## src/design/bldc_pkg.sv

```systemverilog
// Shared types, constants and functions of the binary log deframer.
// No dependencies; every other design file except bldc_if imports this package.
`timescale 1ns / 1ps

package bldc_pkg;

   localparam logic [31:0] CRC_POLY      = 32'hEDB88320;
   localparam logic [23:0] SYNC_RESET    = 24'hAA4412;
   localparam logic [15:0] MAX_LEN_RESET = 16'd1024;

   // register indexes of the configuration port
   localparam logic REG_SYNC_PATTERN = 1'b0;
   localparam logic REG_MAX_LEN      = 1'b1;

   // result status codes
   localparam logic [1:0] STATUS_CRC_GOOD = 2'd0;
   localparam logic [1:0] STATUS_CRC_BAD  = 2'd1;
   localparam logic [1:0] STATUS_OVERFLOW = 2'd2;

   // message classes
   localparam logic [1:0] CLASS_OTHER    = 2'd0;
   localparam logic [1:0] CLASS_POSITION = 2'd1;
   localparam logic [1:0] CLASS_VELOCITY = 2'd2;

   localparam logic [15:0] ID_POSITION_A = 16'd42;
   localparam logic [15:0] ID_POSITION_B = 16'd47;
   localparam logic [15:0] ID_VELOCITY_A = 16'd99;
   localparam logic [15:0] ID_VELOCITY_B = 16'd100;

   // byte positions inside a frame (count after the byte arrives)
   localparam logic [15:0] COUNT_AFTER_SYNC = 16'd3;
   localparam logic [15:0] COUNT_CRC_START  = 16'd4;
   localparam logic [15:0] COUNT_ID_LO      = 16'd5;
   localparam logic [15:0] COUNT_ID_HI      = 16'd6;
   localparam logic [15:0] COUNT_BODY_LO    = 16'd9;
   localparam logic [15:0] COUNT_BODY_HI    = 16'd10;
   localparam logic [16:0] TRAILER_BYTES    = 17'd4;

   typedef struct packed {
      logic       fire;
      logic [7:0] data;
   } step_type;

   typedef struct packed {
      logic        valid;
      logic [1:0]  status;
      logic [15:0] msg_id;
      logic [1:0]  msg_class;
      logic [15:0] frame_length;
   } result_type;

   // reflected CRC-32, one byte
   function automatic logic [31:0] crc_byte(input logic [31:0] crc, input logic [7:0] data);
      logic [31:0] v;
      v = {24'd0, crc[7:0] ^ data};
      for (int k = 0; k < 8; k++) begin
         v = v[0] ? ((v >> 1) ^ CRC_POLY) : (v >> 1);
      end
      return {8'd0, crc[31:8]} ^ v;
   endfunction

   function automatic logic [1:0] class_of(input logic [15:0] id);
      if (id == ID_POSITION_A || id == ID_POSITION_B) begin
         return CLASS_POSITION;
      end else if (id == ID_VELOCITY_A || id == ID_VELOCITY_B) begin
         return CLASS_VELOCITY;
      end
      return CLASS_OTHER;
   endfunction

endpackage

```

## src/design/bldc_if.sv

```systemverilog
// Valid/ready channel interfaces for the deframer's byte input and result output.
// No dependencies.
`timescale 1ns / 1ps

interface bldc_req_if;
   logic       valid;
   logic       ready;
   logic [7:0] in_byte;

   modport source (output valid, output in_byte, input ready);
   modport sink   (input valid, input in_byte, output ready);
endinterface

interface bldc_rsp_if;
   logic        valid;
   logic        ready;
   logic [1:0]  status;
   logic [15:0] msg_id;
   logic [1:0]  msg_class;
   logic [15:0] frame_length;

   modport source (output valid, output status, output msg_id, output msg_class,
                   output frame_length, input ready);
   modport sink   (input valid, input status, input msg_id, input msg_class,
                   input frame_length, output ready);
endinterface

```

## src/design/binary_log_deframer_crc32_unit.sv

```systemverilog
// Binary log deframer with CRC-32 check. Takes one byte per request and emits a
// result when a frame completes (CRC good or bad) or overflows at max_len bytes.
// Accepts one byte every cycle while results drain. The byte that ends a frame is
// registered in the input register, and its result is then registered in the result
// register, once that is free, and presented on the result channel. A result held by
// rsp_bus.ready keeps the next byte in the input register, so requests pause only
// while a result waits. The rate is set by the byte-wide CRC update and frame
// counters that sit between the input register and the result register.
// Depends on bldc_pkg and the channel interfaces in bldc_if.
`timescale 1ns / 1ps

module binary_log_deframer_crc32_unit (
   input  logic        clock,
   input  logic        reset,
   bldc_req_if.sink    req_bus,
   bldc_rsp_if.source  rsp_bus,
   input  logic        csr_wr_en,
   input  logic        csr_index,
   input  logic [23:0] csr_wr_data
);
   import bldc_pkg::*;

   logic [23:0] sync_pattern_ff;
   logic [15:0] max_len_ff;
   step_type    step;
   result_type  res;
   logic        out_free;

   always_ff @(posedge clock) begin
      if (reset) begin
         sync_pattern_ff <= SYNC_RESET;
         max_len_ff      <= MAX_LEN_RESET;
      end else if (csr_wr_en) begin
         if (csr_index == REG_SYNC_PATTERN) begin
            sync_pattern_ff <= csr_wr_data;
         end else if (csr_index == REG_MAX_LEN) begin
            max_len_ff <= csr_wr_data[15:0];
         end
      end
   end

   bldc_in_reg u_in_reg (
      .clock    (clock),
      .reset    (reset),
      .in_valid (req_bus.valid),
      .in_ready (req_bus.ready),
      .in_data  (req_bus.in_byte),
      .out_free (out_free),
      .step     (step)
   );

   bldc_frame u_frame (
      .clock        (clock),
      .reset        (reset),
      .step         (step),
      .sync_pattern (sync_pattern_ff),
      .max_len      (max_len_ff),
      .res          (res)
   );

   bldc_out_reg u_out_reg (
      .clock        (clock),
      .reset        (reset),
      .load         (step.fire),
      .res          (res),
      .free         (out_free),
      .out_valid    (rsp_bus.valid),
      .out_ready    (rsp_bus.ready),
      .status       (rsp_bus.status),
      .msg_id       (rsp_bus.msg_id),
      .msg_class    (rsp_bus.msg_class),
      .frame_length (rsp_bus.frame_length)
   );

endmodule

```

## src/design/bldc_in_reg.sv

```systemverilog
// Input register of the deframer: holds one request byte until the core takes it.
// Depends on bldc_pkg.
`timescale 1ns / 1ps

module bldc_in_reg (
   input  logic               clock,
   input  logic               reset,
   input  logic               in_valid,
   output logic               in_ready,
   input  logic [7:0]         in_data,
   input  logic               out_free,
   output bldc_pkg::step_type step
);
   import bldc_pkg::*;

   logic       valid_ff;
   logic       valid_in;
   logic [7:0] data_ff;
   logic       advance;

   assign advance  = valid_ff && out_free;
   assign in_ready = !valid_ff || advance;

   always_comb begin
      valid_in = valid_ff;
      if (in_valid && in_ready) begin
         valid_in = 1'b1;
      end else if (advance) begin
         valid_in = 1'b0;
      end
   end

   always_ff @(posedge clock) begin
      if (reset) begin
         valid_ff <= 1'b0;
      end else begin
         valid_ff <= valid_in;
      end
   end

   always_ff @(posedge clock) begin
      if (in_valid && in_ready) begin
         data_ff <= in_data;
      end
   end

   assign step.fire = advance;
   assign step.data = data_ff;

endmodule

```

## src/design/bldc_frame.sv

```systemverilog
// Frame tracker: sync window, byte counter, header fields, CRC-32 and trailer check.
// Depends on bldc_pkg.
`timescale 1ns / 1ps

module bldc_frame (
   input  logic                 clock,
   input  logic                 reset,
   input  bldc_pkg::step_type   step,
   input  logic [23:0]          sync_pattern,
   input  logic [15:0]          max_len,
   output bldc_pkg::result_type res
);
   import bldc_pkg::*;

   typedef enum logic [1:0] {
      PH_IDLE,
      PH_HEADER,
      PH_BODY
   } phase_type;

   phase_type   phase_ff, phase_in;
   logic [23:0] window_ff, window_in;
   logic [15:0] count_ff, count_in;
   logic [7:0]  hdr_len_ff, hdr_len_in;
   logic [15:0] body_len_ff, body_len_in;
   logic [16:0] total_ff, total_in;
   logic [15:0] id_ff, id_in;
   logic [31:0] crc_ff, crc_in;
   logic [31:0] trail_ff, trail_in;
   logic [7:0]  b;

   assign b = step.data;

   always_comb begin
      window_in   = {window_ff[15:0], b};
      phase_in    = phase_ff;
      count_in    = count_ff;
      hdr_len_in  = hdr_len_ff;
      body_len_in = body_len_ff;
      total_in    = total_ff;
      id_in       = id_ff;
      crc_in      = crc_ff;
      trail_in    = trail_ff;
      res         = '0;

      if (window_in == sync_pattern) begin
         // restart the frame, no result
         phase_in    = PH_HEADER;
         count_in    = COUNT_AFTER_SYNC;
         hdr_len_in  = '0;
         body_len_in = '0;
         total_in    = '0;
         id_in       = '0;
         crc_in      = '0;
         trail_in    = {sync_pattern[7:0], sync_pattern[15:8], sync_pattern[23:16], 8'd0};
      end else if (phase_ff != PH_IDLE) begin
         if (count_ff >= COUNT_CRC_START) begin
            crc_in = crc_byte(crc_ff, trail_ff[7:0]);
         end
         trail_in = {b, trail_ff[31:8]};
         count_in = count_ff + 16'd1;

         if (count_in == COUNT_ID_LO) begin
            id_in = {id_ff[15:8], b};
         end else if (count_in == COUNT_ID_HI) begin
            id_in = {b, id_ff[7:0]};
         end else if (count_in == COUNT_BODY_LO) begin
            body_len_in = {body_len_ff[15:8], b};
         end else if (count_in == COUNT_BODY_HI) begin
            body_len_in = {b, body_len_ff[7:0]};
         end

         if (count_in >= max_len) begin
            phase_in         = PH_IDLE;
            res.valid        = 1'b1;
            res.status       = STATUS_OVERFLOW;
            res.frame_length = count_in;
         end else begin
            case (phase_ff)
               PH_HEADER: begin
                  if (hdr_len_ff == 8'd0) begin
                     hdr_len_in = b;
                  end else if (count_in == {8'd0, hdr_len_ff}) begin
                     total_in = {1'b0, body_len_in} + {9'd0, hdr_len_ff} + TRAILER_BYTES;
                     phase_in = PH_BODY;
                  end
               end
               PH_BODY: begin
                  if ({1'b0, count_in} == total_ff) begin
                     phase_in         = PH_IDLE;
                     res.valid        = 1'b1;
                     res.status       = (crc_in == trail_in) ? STATUS_CRC_GOOD
                                                             : STATUS_CRC_BAD;
                     res.msg_id       = id_in;
                     res.msg_class    = class_of(id_in);
                     res.frame_length = count_in;
                  end
               end
               default: begin
                  phase_in = PH_IDLE;
               end
            endcase
         end
      end

      // hold everything unless a byte is taken
      if (!step.fire) begin
         res.valid = 1'b0;
      end
   end

   always_ff @(posedge clock) begin
      if (reset) begin
         phase_ff    <= PH_IDLE;
         window_ff   <= '0;
         count_ff    <= '0;
         hdr_len_ff  <= '0;
         body_len_ff <= '0;
         total_ff    <= '0;
         id_ff       <= '0;
         crc_ff      <= '0;
         trail_ff    <= '0;
      end else if (step.fire) begin
         phase_ff    <= phase_in;
         window_ff   <= window_in;
         count_ff    <= count_in;
         hdr_len_ff  <= hdr_len_in;
         body_len_ff <= body_len_in;
         total_ff    <= total_in;
         id_ff       <= id_in;
         crc_ff      <= crc_in;
         trail_ff    <= trail_in;
      end
   end

endmodule

```

## src/design/bldc_out_reg.sv

```systemverilog
// Result register of the deframer: holds one result until the sink takes it.
// Depends on bldc_pkg.
`timescale 1ns / 1ps

module bldc_out_reg (
   input  logic                 clock,
   input  logic                 reset,
   input  logic                 load,
   input  bldc_pkg::result_type res,
   output logic                 free,
   output logic                 out_valid,
   input  logic                 out_ready,
   output logic [1:0]           status,
   output logic [15:0]          msg_id,
   output logic [1:0]           msg_class,
   output logic [15:0]          frame_length
);
   import bldc_pkg::*;

   logic       valid_ff;
   logic       valid_in;
   result_type data_ff;

   assign free = !valid_ff || out_ready;

   always_comb begin
      valid_in = valid_ff;
      if (load) begin
         valid_in = res.valid;
      end else if (out_ready) begin
         valid_in = 1'b0;
      end
   end

   always_ff @(posedge clock) begin
      if (reset) begin
         valid_ff <= 1'b0;
      end else begin
         valid_ff <= valid_in;
      end
   end

   always_ff @(posedge clock) begin
      if (load && res.valid) begin
         data_ff <= res;
      end
   end

   assign out_valid    = valid_ff;
   assign status       = data_ff.status;
   assign msg_id       = data_ff.msg_id;
   assign msg_class    = data_ff.msg_class;
   assign frame_length = data_ff.frame_length;

endmodule
```

## src/flat_wrapper.sv

```systemverilog
// flat-port wrapper written by rule: the top's interface ports become plain ports
module binary_log_deframer_crc32_unit_flat import bldc_pkg::*;
  (clock, reset, csr_wr_en, csr_index, csr_wr_data, req_bus_valid, req_bus_in_byte, req_bus_ready, rsp_bus_valid, rsp_bus_status, rsp_bus_msg_id, rsp_bus_msg_class, rsp_bus_frame_length, rsp_bus_ready);
  bldc_req_if req_bus_i ();
  bldc_rsp_if rsp_bus_i ();
  input  logic clock;
  input  logic reset;
  input  logic csr_wr_en;
  input  logic csr_index;
  input  logic [23:0] csr_wr_data;
  input wire logic [$bits(req_bus_i.valid)-1:0] req_bus_valid;
  input wire logic [$bits(req_bus_i.in_byte)-1:0] req_bus_in_byte;
  output wire logic [$bits(req_bus_i.ready)-1:0] req_bus_ready;
  output wire logic [$bits(rsp_bus_i.valid)-1:0] rsp_bus_valid;
  output wire logic [$bits(rsp_bus_i.status)-1:0] rsp_bus_status;
  output wire logic [$bits(rsp_bus_i.msg_id)-1:0] rsp_bus_msg_id;
  output wire logic [$bits(rsp_bus_i.msg_class)-1:0] rsp_bus_msg_class;
  output wire logic [$bits(rsp_bus_i.frame_length)-1:0] rsp_bus_frame_length;
  input wire logic [$bits(rsp_bus_i.ready)-1:0] rsp_bus_ready;
  assign req_bus_i.valid = req_bus_valid;
  assign req_bus_i.in_byte = req_bus_in_byte;
  assign req_bus_ready = req_bus_i.ready;
  assign rsp_bus_valid = rsp_bus_i.valid;
  assign rsp_bus_status = rsp_bus_i.status;
  assign rsp_bus_msg_id = rsp_bus_i.msg_id;
  assign rsp_bus_msg_class = rsp_bus_i.msg_class;
  assign rsp_bus_frame_length = rsp_bus_i.frame_length;
  assign rsp_bus_i.ready = rsp_bus_ready;
  binary_log_deframer_crc32_unit u_core (.clock(clock), .reset(reset), .req_bus(req_bus_i), .rsp_bus(rsp_bus_i), .csr_wr_en(csr_wr_en), .csr_index(csr_index), .csr_wr_data(csr_wr_data));
endmodule
```

## config.mk

```make
export PLATFORM = sky130hd
export DESIGN_NAME = binary_log_deframer_crc32_unit_flat
export DESIGN_NICKNAME = d
export VERILOG_FILES = /design/src/design/bldc_pkg.sv /design/src/design/bldc_if.sv /design/src/design/binary_log_deframer_crc32_unit.sv /design/src/design/bldc_in_reg.sv /design/src/design/bldc_frame.sv /design/src/design/bldc_out_reg.sv /design/src/flat_wrapper.sv
export SDC_FILE = /design/constraint.sdc
export NUM_CORES = 1
export LEC_CHECK = 0
export ABC_AREA = 1
export BUFFER_PORTS_ARGS = -buffer_cell sky130_fd_sc_hd__buf_4
export CAP_MARGIN = 0
export CORE_ASPECT_RATIO = 1.1
export CORE_UTILIZATION = 46
export CTS_BUF_LIST = sky130_fd_sc_hd__clkbuf_2 sky130_fd_sc_hd__clkbuf_4 sky130_fd_sc_hd__clkbuf_8
export DETAILED_ROUTE_END_ITERATION = 16
export PLACE_DENSITY = 0.74
export RECOVER_POWER = 50
export SLEW_MARGIN = 20
export SYNTH_ARGS = -nofsm -noshare
export SYNTH_HDL_FRONTEND = slang
export SYNTH_SLANG_ARGS = --single-unit
```

## constraint.sdc

```tcl
create_clock -name clock -period 5.1 [get_ports clock]
set_input_delay 0.255 -clock clock [delete_from_list [all_inputs] [get_ports clock]]
set_output_delay 0.255 -clock clock [all_outputs]
set_load 0.005 [all_outputs]
```

==> results.json, run 1 <==
{
  "drc": 0,
  "cp_num_buf_inv": 3,
  "setup_viol": 0,
  "drt_iter0_drc": 1153,
  "clkTransAtPathRegs_ns": 0.06,
  "ys_async_sr_fraction": 0,
  "cap_violations": 5,
  "switching_share": 0.2324,
  "clk_latency_ns": 0.57,
  "dp_hpwl_mm": 26.93,
  "die_width_um": 163.9,
  "synthesis.area_um2": 13260,
  "grt_use_total": 0.2597,
  "hold_path.class": "in2reg",
  "io_buffers": 75,
  "tightestPinTransition_ns": 2.164,
  "die-area_um2": 29510,
  "wl_per_cell_um": 16.16,
  "syn_nets": 1971,
  "antenna_found_initial": 0,
  "path_cells": "inv_2, or2_2, nand4_1, nor3_1, nand3_1, buf_4, nand2_1, nand2_2, clkbuf_1, o21ai_0, a21oi_1",
  "ys_warn_count": 0,
  "crit_type": "reg2reg",
  "grt_overflow": 0,
  "syn2layout_area_growth_pct": 16.04,
  "ant_nets": 0,
  "synth_seq_cells": 241,
  "rsz0062_at_grt": "no",
  "slew_viol_final": 280,
  "ios": 76,
  "diodes": 0,
  "cts_sinks": 241,
  "synth_largest_area_cell": "dfxtp_1",
  "dr_total_vias": 12800,
  "dr.pass1.iters": 5,
  "cts.repair.resized": 0,
  "clockPowerShare": 0.478,
  "clock-root-buffer": "clkbuf_8",
  "nFillCells": 2680,
  "critical_path_required_ns": 5.56,
  "clockBufferDepth": 3,
  "top_layer_used": "met4",
  "p_per_area_nw_per_um2": 276.0,
  "cts_buffers": 42,
  "wl_mm": 38.52,
  "slowest_delay_ns": 1.44,
  "first_global_vias": 11710,
  "synth_common_cells": "530 x nand2_1, 197 x dfxtp_1, 187 x a21oi_1, 180 x inv_1, 179 x nor2_1",
  "period_share": 0.9062,
  "core_um2": 28110,
  "finalHoldViolCount": 0,
  "post_cts_buffers": 0,
  "relSlewSlack": -0.4428,
  "syn_area_per_cell_um2": 6.994,
  "peakVddDrop_mv": 0.2324,
  "wl_met2_mm": 17.26,
  "grt_pass1_wl_mm": 60.71,
  "drive_gt1_frac": 0.1123,
  "synth_flop_cell": "dfxtp_1",
  "cp_slowest_cell": "clkbuf_1",
  "yosys-top-cells-area": "dfxtp_1 30%, nand2_1 15%, edfxtp_1 10%",
  "cts_tree": "built",
  "clock_skew_ns": 0.03400,
  "gp_congestion": 0.9755,
  "p_leak_nw": 6.196,
  "fin_cells": 2384,
  "grt_start_max_net_pins": 74,
  "p_int_w": 0.003260,
  "cp-end-kind": "register",
  "finalSetupTns_ns": 0,
  "hold-worst-slack_ns": 0.2032,
  "netSwitchingPower_w": 0.0009870,
  "synth_top_area_share": 0.2974,
  "status": "finished with violations",
  "synth_edf_count": 44,
  "ys_types": 43,
  "viasPerCell": 5.370,
  "fin_ws_ns": 0.4784,
  "pre_cts_slack_ns": 0.6195,
  "utilization": 0.5475,
  "fmax_mhz": 216.4,
  "syn-instance-count": 1896,
  "violations": "max-capacitance violations, max-slew violations",
  "std_cell_rows": 64,
  "die_h_um": 180.1,
  "yosysMostFrequentCell": "nand2_1",
  "start_util": 0.4718,
  "arrival_ns": 5.08,
  "layout.nets": 2064,
  "ys_seq_area_frac": 0.3970,
  "critPathMaxFanout": 45,
  "wl_met1_mm": 16.98,
  "start_kind": "register",
  "cts.htree.levels": 2,
  "combPwrFrac": 0.050,
  "wl_met3_mm": 3.108,
  "p_seq_frac": 0.472,
  "fin_crit_ns": 4.622,
  "placed_cells": 2273,
  "crit_family": "buffers and inverters"
}
power by group through the flow:
stage | Clock, W | Combinational (W) | Sequential (W)
2_1_floorplan | 0 | 0.000118 | 0.00203
3_3_place_gp | 0 | 0.000185 | 0.00204
3_5_place_dp | 0 | 0.000187 | 0.00205
4_1_cts | 0.00206 | 0.000209 | 0.00200
5_1_grt | 0.00214 | 0.000233 | 0.00201
6_report | 0.00203 | 0.000212 | 0.00201
timing repair:
action                     CTS  global route
hold endpoints to repair    48             0
hold buffers                35             0
setup endpoints to repair    0             0
placed cells by master, fill, tap and decap left out, types with 2 or more instances in the layout:
cell type and instances:
clkinv_1 2, buf_4 38, nand3_1 84, inv_6 2, dfxtp_1 197, ha_1 36, nand4_1 25, nand2_1 528
nand3b_1 3, o21ai_0 136, nor2_4 5, nand3_2 3, a21oi_1 187, o21ai_1 14, nor3_4 2, nor3_1 14
o211ai_1 12, bufinv_16 3, clkbuf_8 54, inv_2 5, o21a_1 2, edfxtp_1 44, or2_2 30, clkbuf_4 58
inv_1 180, clkbuf_1 6, xor2_1 49, dlygate4sd3_1 35, nor4_1 4, nor2_2 8, o2111ai_1 2, xnor2_1 40
clkinv_2 2, nand2_2 12, a31oi_1 4, a211oi_1 6, nor2_1 178
routing by layer:
| layer | vias up | global-route usage |
|---|---|---|
| li1 | 6316 | - |
| met1 | 5893 | 0.3550 |
| met2 | 499 | 0.4088 |
| met3 | 93 | 0.04488 |
| met4 | 0 | 0.09333 |
| met5 | - | 0 |
logic make-up (layout without fill, tap and decap cells):
family                   count (synthesis)  after routing  share of synthesized area
flip-flops                             241            241                     0.3970
AO/OA/AOI/OAI                          366            366                     0.1437
XOR/XNOR                                89             89                    0.05878
adder cells (fa/ha/maj)                 37             37                    0.03547
buffers and inverters                  261            386                    0.07548
AND/OR/NAND/NOR                        901            901                     0.2888
multiplexers                             1              1                  0.0007548
layout make-up:
type,instances,area (µm²),area share
sequential,241,5265,0.3421
tap,363,454.2,0.02951
clock buffer,68,848.3,0.05513
clock inverter,8,121.4,0.007887
multi-input combinational,1394,7008,0.4554
timing repair buffer,124,993.5,0.06456
inverter,186,698.2,0.04537
state kept, by name, summed over array words and instances (netlist names):
name,cells
u_core.u_frame.hdr_len_ff,8
u_core.u_frame.total_ff,17
u_core.u_out_reg.frame_length,16
u_core.u_in_reg.valid_ff,1
u_core.u_frame.crc_ff,32
u_core.u_out_reg.out_valid,1
u_core.u_in_reg.data_ff,8
u_core.u_frame.trail_ff,32
u_core.u_frame.body_len_ff,16
u_core.sync_pattern_ff,24
u_core.u_frame.window_ff,16
u_core.u_frame.id_ff,16
u_core.u_out_reg.msg_class,2
u_core.u_out_reg.status,2
u_core.max_len_ff,16
u_core.u_frame.phase_ff,2
u_core.u_out_reg.msg_id,16
u_core.u_frame.count_ff,16
worst reg2reg max path, cell delays in order (launching register included):
cell	delay, ns
edfxtp_1	0.53
inv_2	0.21
or2_2	0.32
nand4_1	0.09
nor3_1	0.05
nand3_1	0.07
buf_4	0.27
nand2_1	0.11
nand2_2	0.63
clkbuf_1	1.45
o21ai_0	0.54
a21oi_1	0.25
stage by stage:
step / area [µm²] / power (W)
3_5_place_dp: 14100 / 0.002233
2_1_floorplan: 13260 / 0.002145
5_1_grt: 15390 / 0.004380
4_1_cts: 15420 / 0.004275
6_report: 15390 / 0.004247
3_3_place_gp: 14100 / 0.002230
final timing paths:
| path | endpoint | start | cells past startpoint | slack [ns] |
|---|---|---|---|---|
| worst max register to register | u_core.u_frame.trail_ff[14] | u_core.u_in_reg.data_ff[6] | 11 | 0.48 |
| worst min-delay path | u_core.sync_pattern_ff[1] | csr_index | 5 | 0.20 |
| worst min register to register | u_core.u_frame.trail_ff[0] | u_core.u_frame.trail_ff[8] | 2 | 0.46 |
| worst max-delay path | u_core.u_frame.trail_ff[14] | u_core.u_in_reg.data_ff[6] | 11 | 0.48 |
Note: power is estimated with default switching activity, not from simulation.
==> run 2, diff against run 1 <==
--- a/config.mk
+++ b/config.mk
@@ -8,11 +8,13 @@
 export ABC_AREA = 1
 export BUFFER_PORTS_ARGS = -buffer_cell sky130_fd_sc_hd__buf_4
 export CAP_MARGIN = 0
+export CELL_PAD_IN_SITES_DETAIL_PLACEMENT = 0
+export CELL_PAD_IN_SITES_GLOBAL_PLACEMENT = 2
 export CORE_ASPECT_RATIO = 1.1
-export CORE_UTILIZATION = 46
+export CORE_UTILIZATION = 36
 export CTS_BUF_LIST = sky130_fd_sc_hd__clkbuf_2 sky130_fd_sc_hd__clkbuf_4 sky130_fd_sc_hd__clkbuf_8
 export DETAILED_ROUTE_END_ITERATION = 16
-export PLACE_DENSITY = 0.74
+export PLACE_DENSITY = 0.93
 export RECOVER_POWER = 50
 export SLEW_MARGIN = 20
 export SYNTH_ARGS = -nofsm -noshare
==> results.json, run 2 (same netlist as run 1, synthesis figures left out) <==
{
  "status": "finished with violations",
  "violations": "max-capacitance violations, max-slew violations",
  "pre_cts_slack_ns": 0.6190,
  "arrival_ns": 5.09,
  "syn2layout_area_growth_pct": 16.42,
  "layout_commonest_cell": "nand2_1",
  "die_h_um": 203.3,
  "gp_congestion": 0.8721,
  "io_buffers": 75,
  "first_global_vias": 11620,
  "cp_slowest_cell": "clkbuf_2",
  "drc": 0,
  "netSwitchingPower_w": 0.001021,
  "layout.nets": 2063,
  "start_util": 0.3657,
  "peakVddDrop_mv": 0.1876,
  "drt_iter0_drc": 987,
  "crit_type": "reg2reg",
  "start_kind": "register",
  "drive_gt1_frac": 0.1089,
  "die_width_um": 185,
  "cts.repair.resized": 0,
  "top_layer_used": "met5",
  "clock-root-buffer": "clkbuf_8",
  "finalHoldViolCount": 0,
  "wl_met2_mm": 18.71,
  "final_cell_mix": "528 x nand2_1, 197 x dfxtp_1, 187 x a21oi_1",
  "ios": 76,
  "hold_depth": 5,
  "period_share": 0.9042,
  "final_cell_area_um2": 15440,
  "combPwrFrac": 0.053,
  "ant_nets": 0,
  "wl_met1_mm": 19.24,
  "diodes": 0,
  "utilization": 0.4258,
  "path_cells": "inv_1, or2_2, nand4_1, nor3_1, nand3_1, clkbuf_1, o21ai_0, nor2_4, clkbuf_2, o21ai_0, a21oi_1",
  "die-area_um2": 37610,
  "wl_met3_mm": 2.013,
  "cp-end-kind": "register",
  "critPathMaxFanout": 70,
  "p_int_w": 0.003065,
  "hold_path.class": "in2reg",
  "clkTransAtPathRegs_ns": 0.06,
  "grt_use_total": 0.2234,
  "nFillCells": 3733,
  "slew_viol_final": 207,
  "top_regs": "u_core.u_frame.crc_ff: 32 flops, u_core.u_frame.trail_ff: 32 flops, u_core.sync_pattern_ff: 24 flops",
  "cpMostUsedCell": "o21ai_0",
  "cts_tree": "built",
  "slowest_delay_ns": 1.33,
  "viasPerCell": 4.973,
  "ff2ff_path_depth": 11,
  "fin_crit_ns": 4.611,
  "fin_ws_ns": 0.4887,
  "grt_pass1_wl_mm": 64.72,
  "finalSetupTns_ns": 0,
  "dp_hpwl_mm": 28.92,
  "placed_area_um2": 14250,
  "grt_start_max_net_pins": 84,
  "core_um2": 36260,
  "fmax_mhz": 216.9,
  "p_per_area_nw_per_um2": 264.7,
  "switching_share": 0.2500,
  "dr_total_vias": 12470,
  "clk_latency_ns": 0.59,
  "wl_per_cell_um": 16.46,
  "p_seq_frac": 0.490,
  "clockBufferDepth": 3,
  "cap_violations": 3,
  "relSlewSlack": -1.220,
  "antenna_found_initial": 1,
  "clock_skew_ns": 0.03060,
  "cts.htree.levels": 2,
  "cts_sinks": 241,
  "clockPowerShare": 0.457,
  "dr.pass1.iters": 5,
  "cts_buffers": 42,
  "wl_mm": 41.26,
  "rsz0062_at_grt": "no",
  "critical_path_required_ns": 5.58,
  "setup_viol": 0,
  "grt_overflow": 0,
  "p_leak_nw": 6.156,
  "tightestPinTransition_ns": 3.330,
  "std_cell_rows": 73,
  "post_cts_buffers": 0
}
-- run 2: cell types whose count changed in the layout (fill, tap and decap cells not counted), moves of 2 or more --
| cell | change |
|---|---|
| clkbuf_8 | -7 |
| clkbuf_4 | -7 |
| clkinv_1 | +6 |
| inv_8 | +2 |
| clkinv_2 | +8 |
-- run 2: through the flow --
stage | power [W] | hold slack [ns] | cells
after floorplan | 0.002145 | 0.3539 | 1896
after global placement | 0.002235 | 0.4364 | 2396
after detailed placement | 0.002237 | 0.4361 | 2396
after CTS | 0.004138 | 0.1465 | 2507
after global routing | 0.004253 | 0.1941 | 2507
final | 0.004086 | 0.1865 | 2507
-- run 2: final timing paths --
kind,start,slack [ns],endpoint
worst max-delay path,u_core.u_in_reg.data_ff[7],0.49,u_core.u_frame.crc_ff[30]
worst min-delay path,csr_index,0.19,u_core.sync_pattern_ff[10]
worst max register to register,u_core.u_in_reg.data_ff[7],0.49,u_core.u_frame.crc_ff[30]
worst min register to register,u_core.u_frame.trail_ff[13],0.46,u_core.u_frame.trail_ff[5]
-- run 2: worst max-delay path: cells and delay by family, from the launching register on --
kind	cells	cell delay [ns]
AND/OR/NAND/NOR	5	0.92
flip-flops	1	0.50
buffers and inverters	3	2.21
AO/OA/AOI/OAI	3	0.82
-- run 2: per-layer routing --
metal | GRT usage | vias to the layer above
met5 | 0 | -
met4 | 0.07940 | 2
met3 | 0.03393 | 85
met2 | 0.3601 | 296
met1 | 0.3014 | 5757
li1 | - | 6328
-- run 2: layout make-up --
class	instances	area (µm²)	area share
clock inverter	22	167.7	0.01086
multi-input combinational	1394	7013	0.4542
clock buffer	54	699.4	0.04530
timing repair buffer	123	985.9	0.06386
sequential	241	5265	0.3410
tap	487	609.3	0.03947
inverter	186	698.2	0.04522
-- run 2: power by group through the flow --
stage	registers (W)	clock network [W]	logic, W
after floorplan	0.00203	0	0.000118
after global placement	0.00204	0	0.000192
after detailed placement	0.00204	0	0.000194
after CTS	0.00200	0.00192	0.000215
after global routing	0.00201	0.00201	0.000240
final	0.00200	0.00187	0.000216
-- run 2: what timing repair did --
action,4_1_cts,5_1_grt
endpoints found under the setup margin,0,0
hold buffers,35,0
endpoints found under the hold margin,47,0
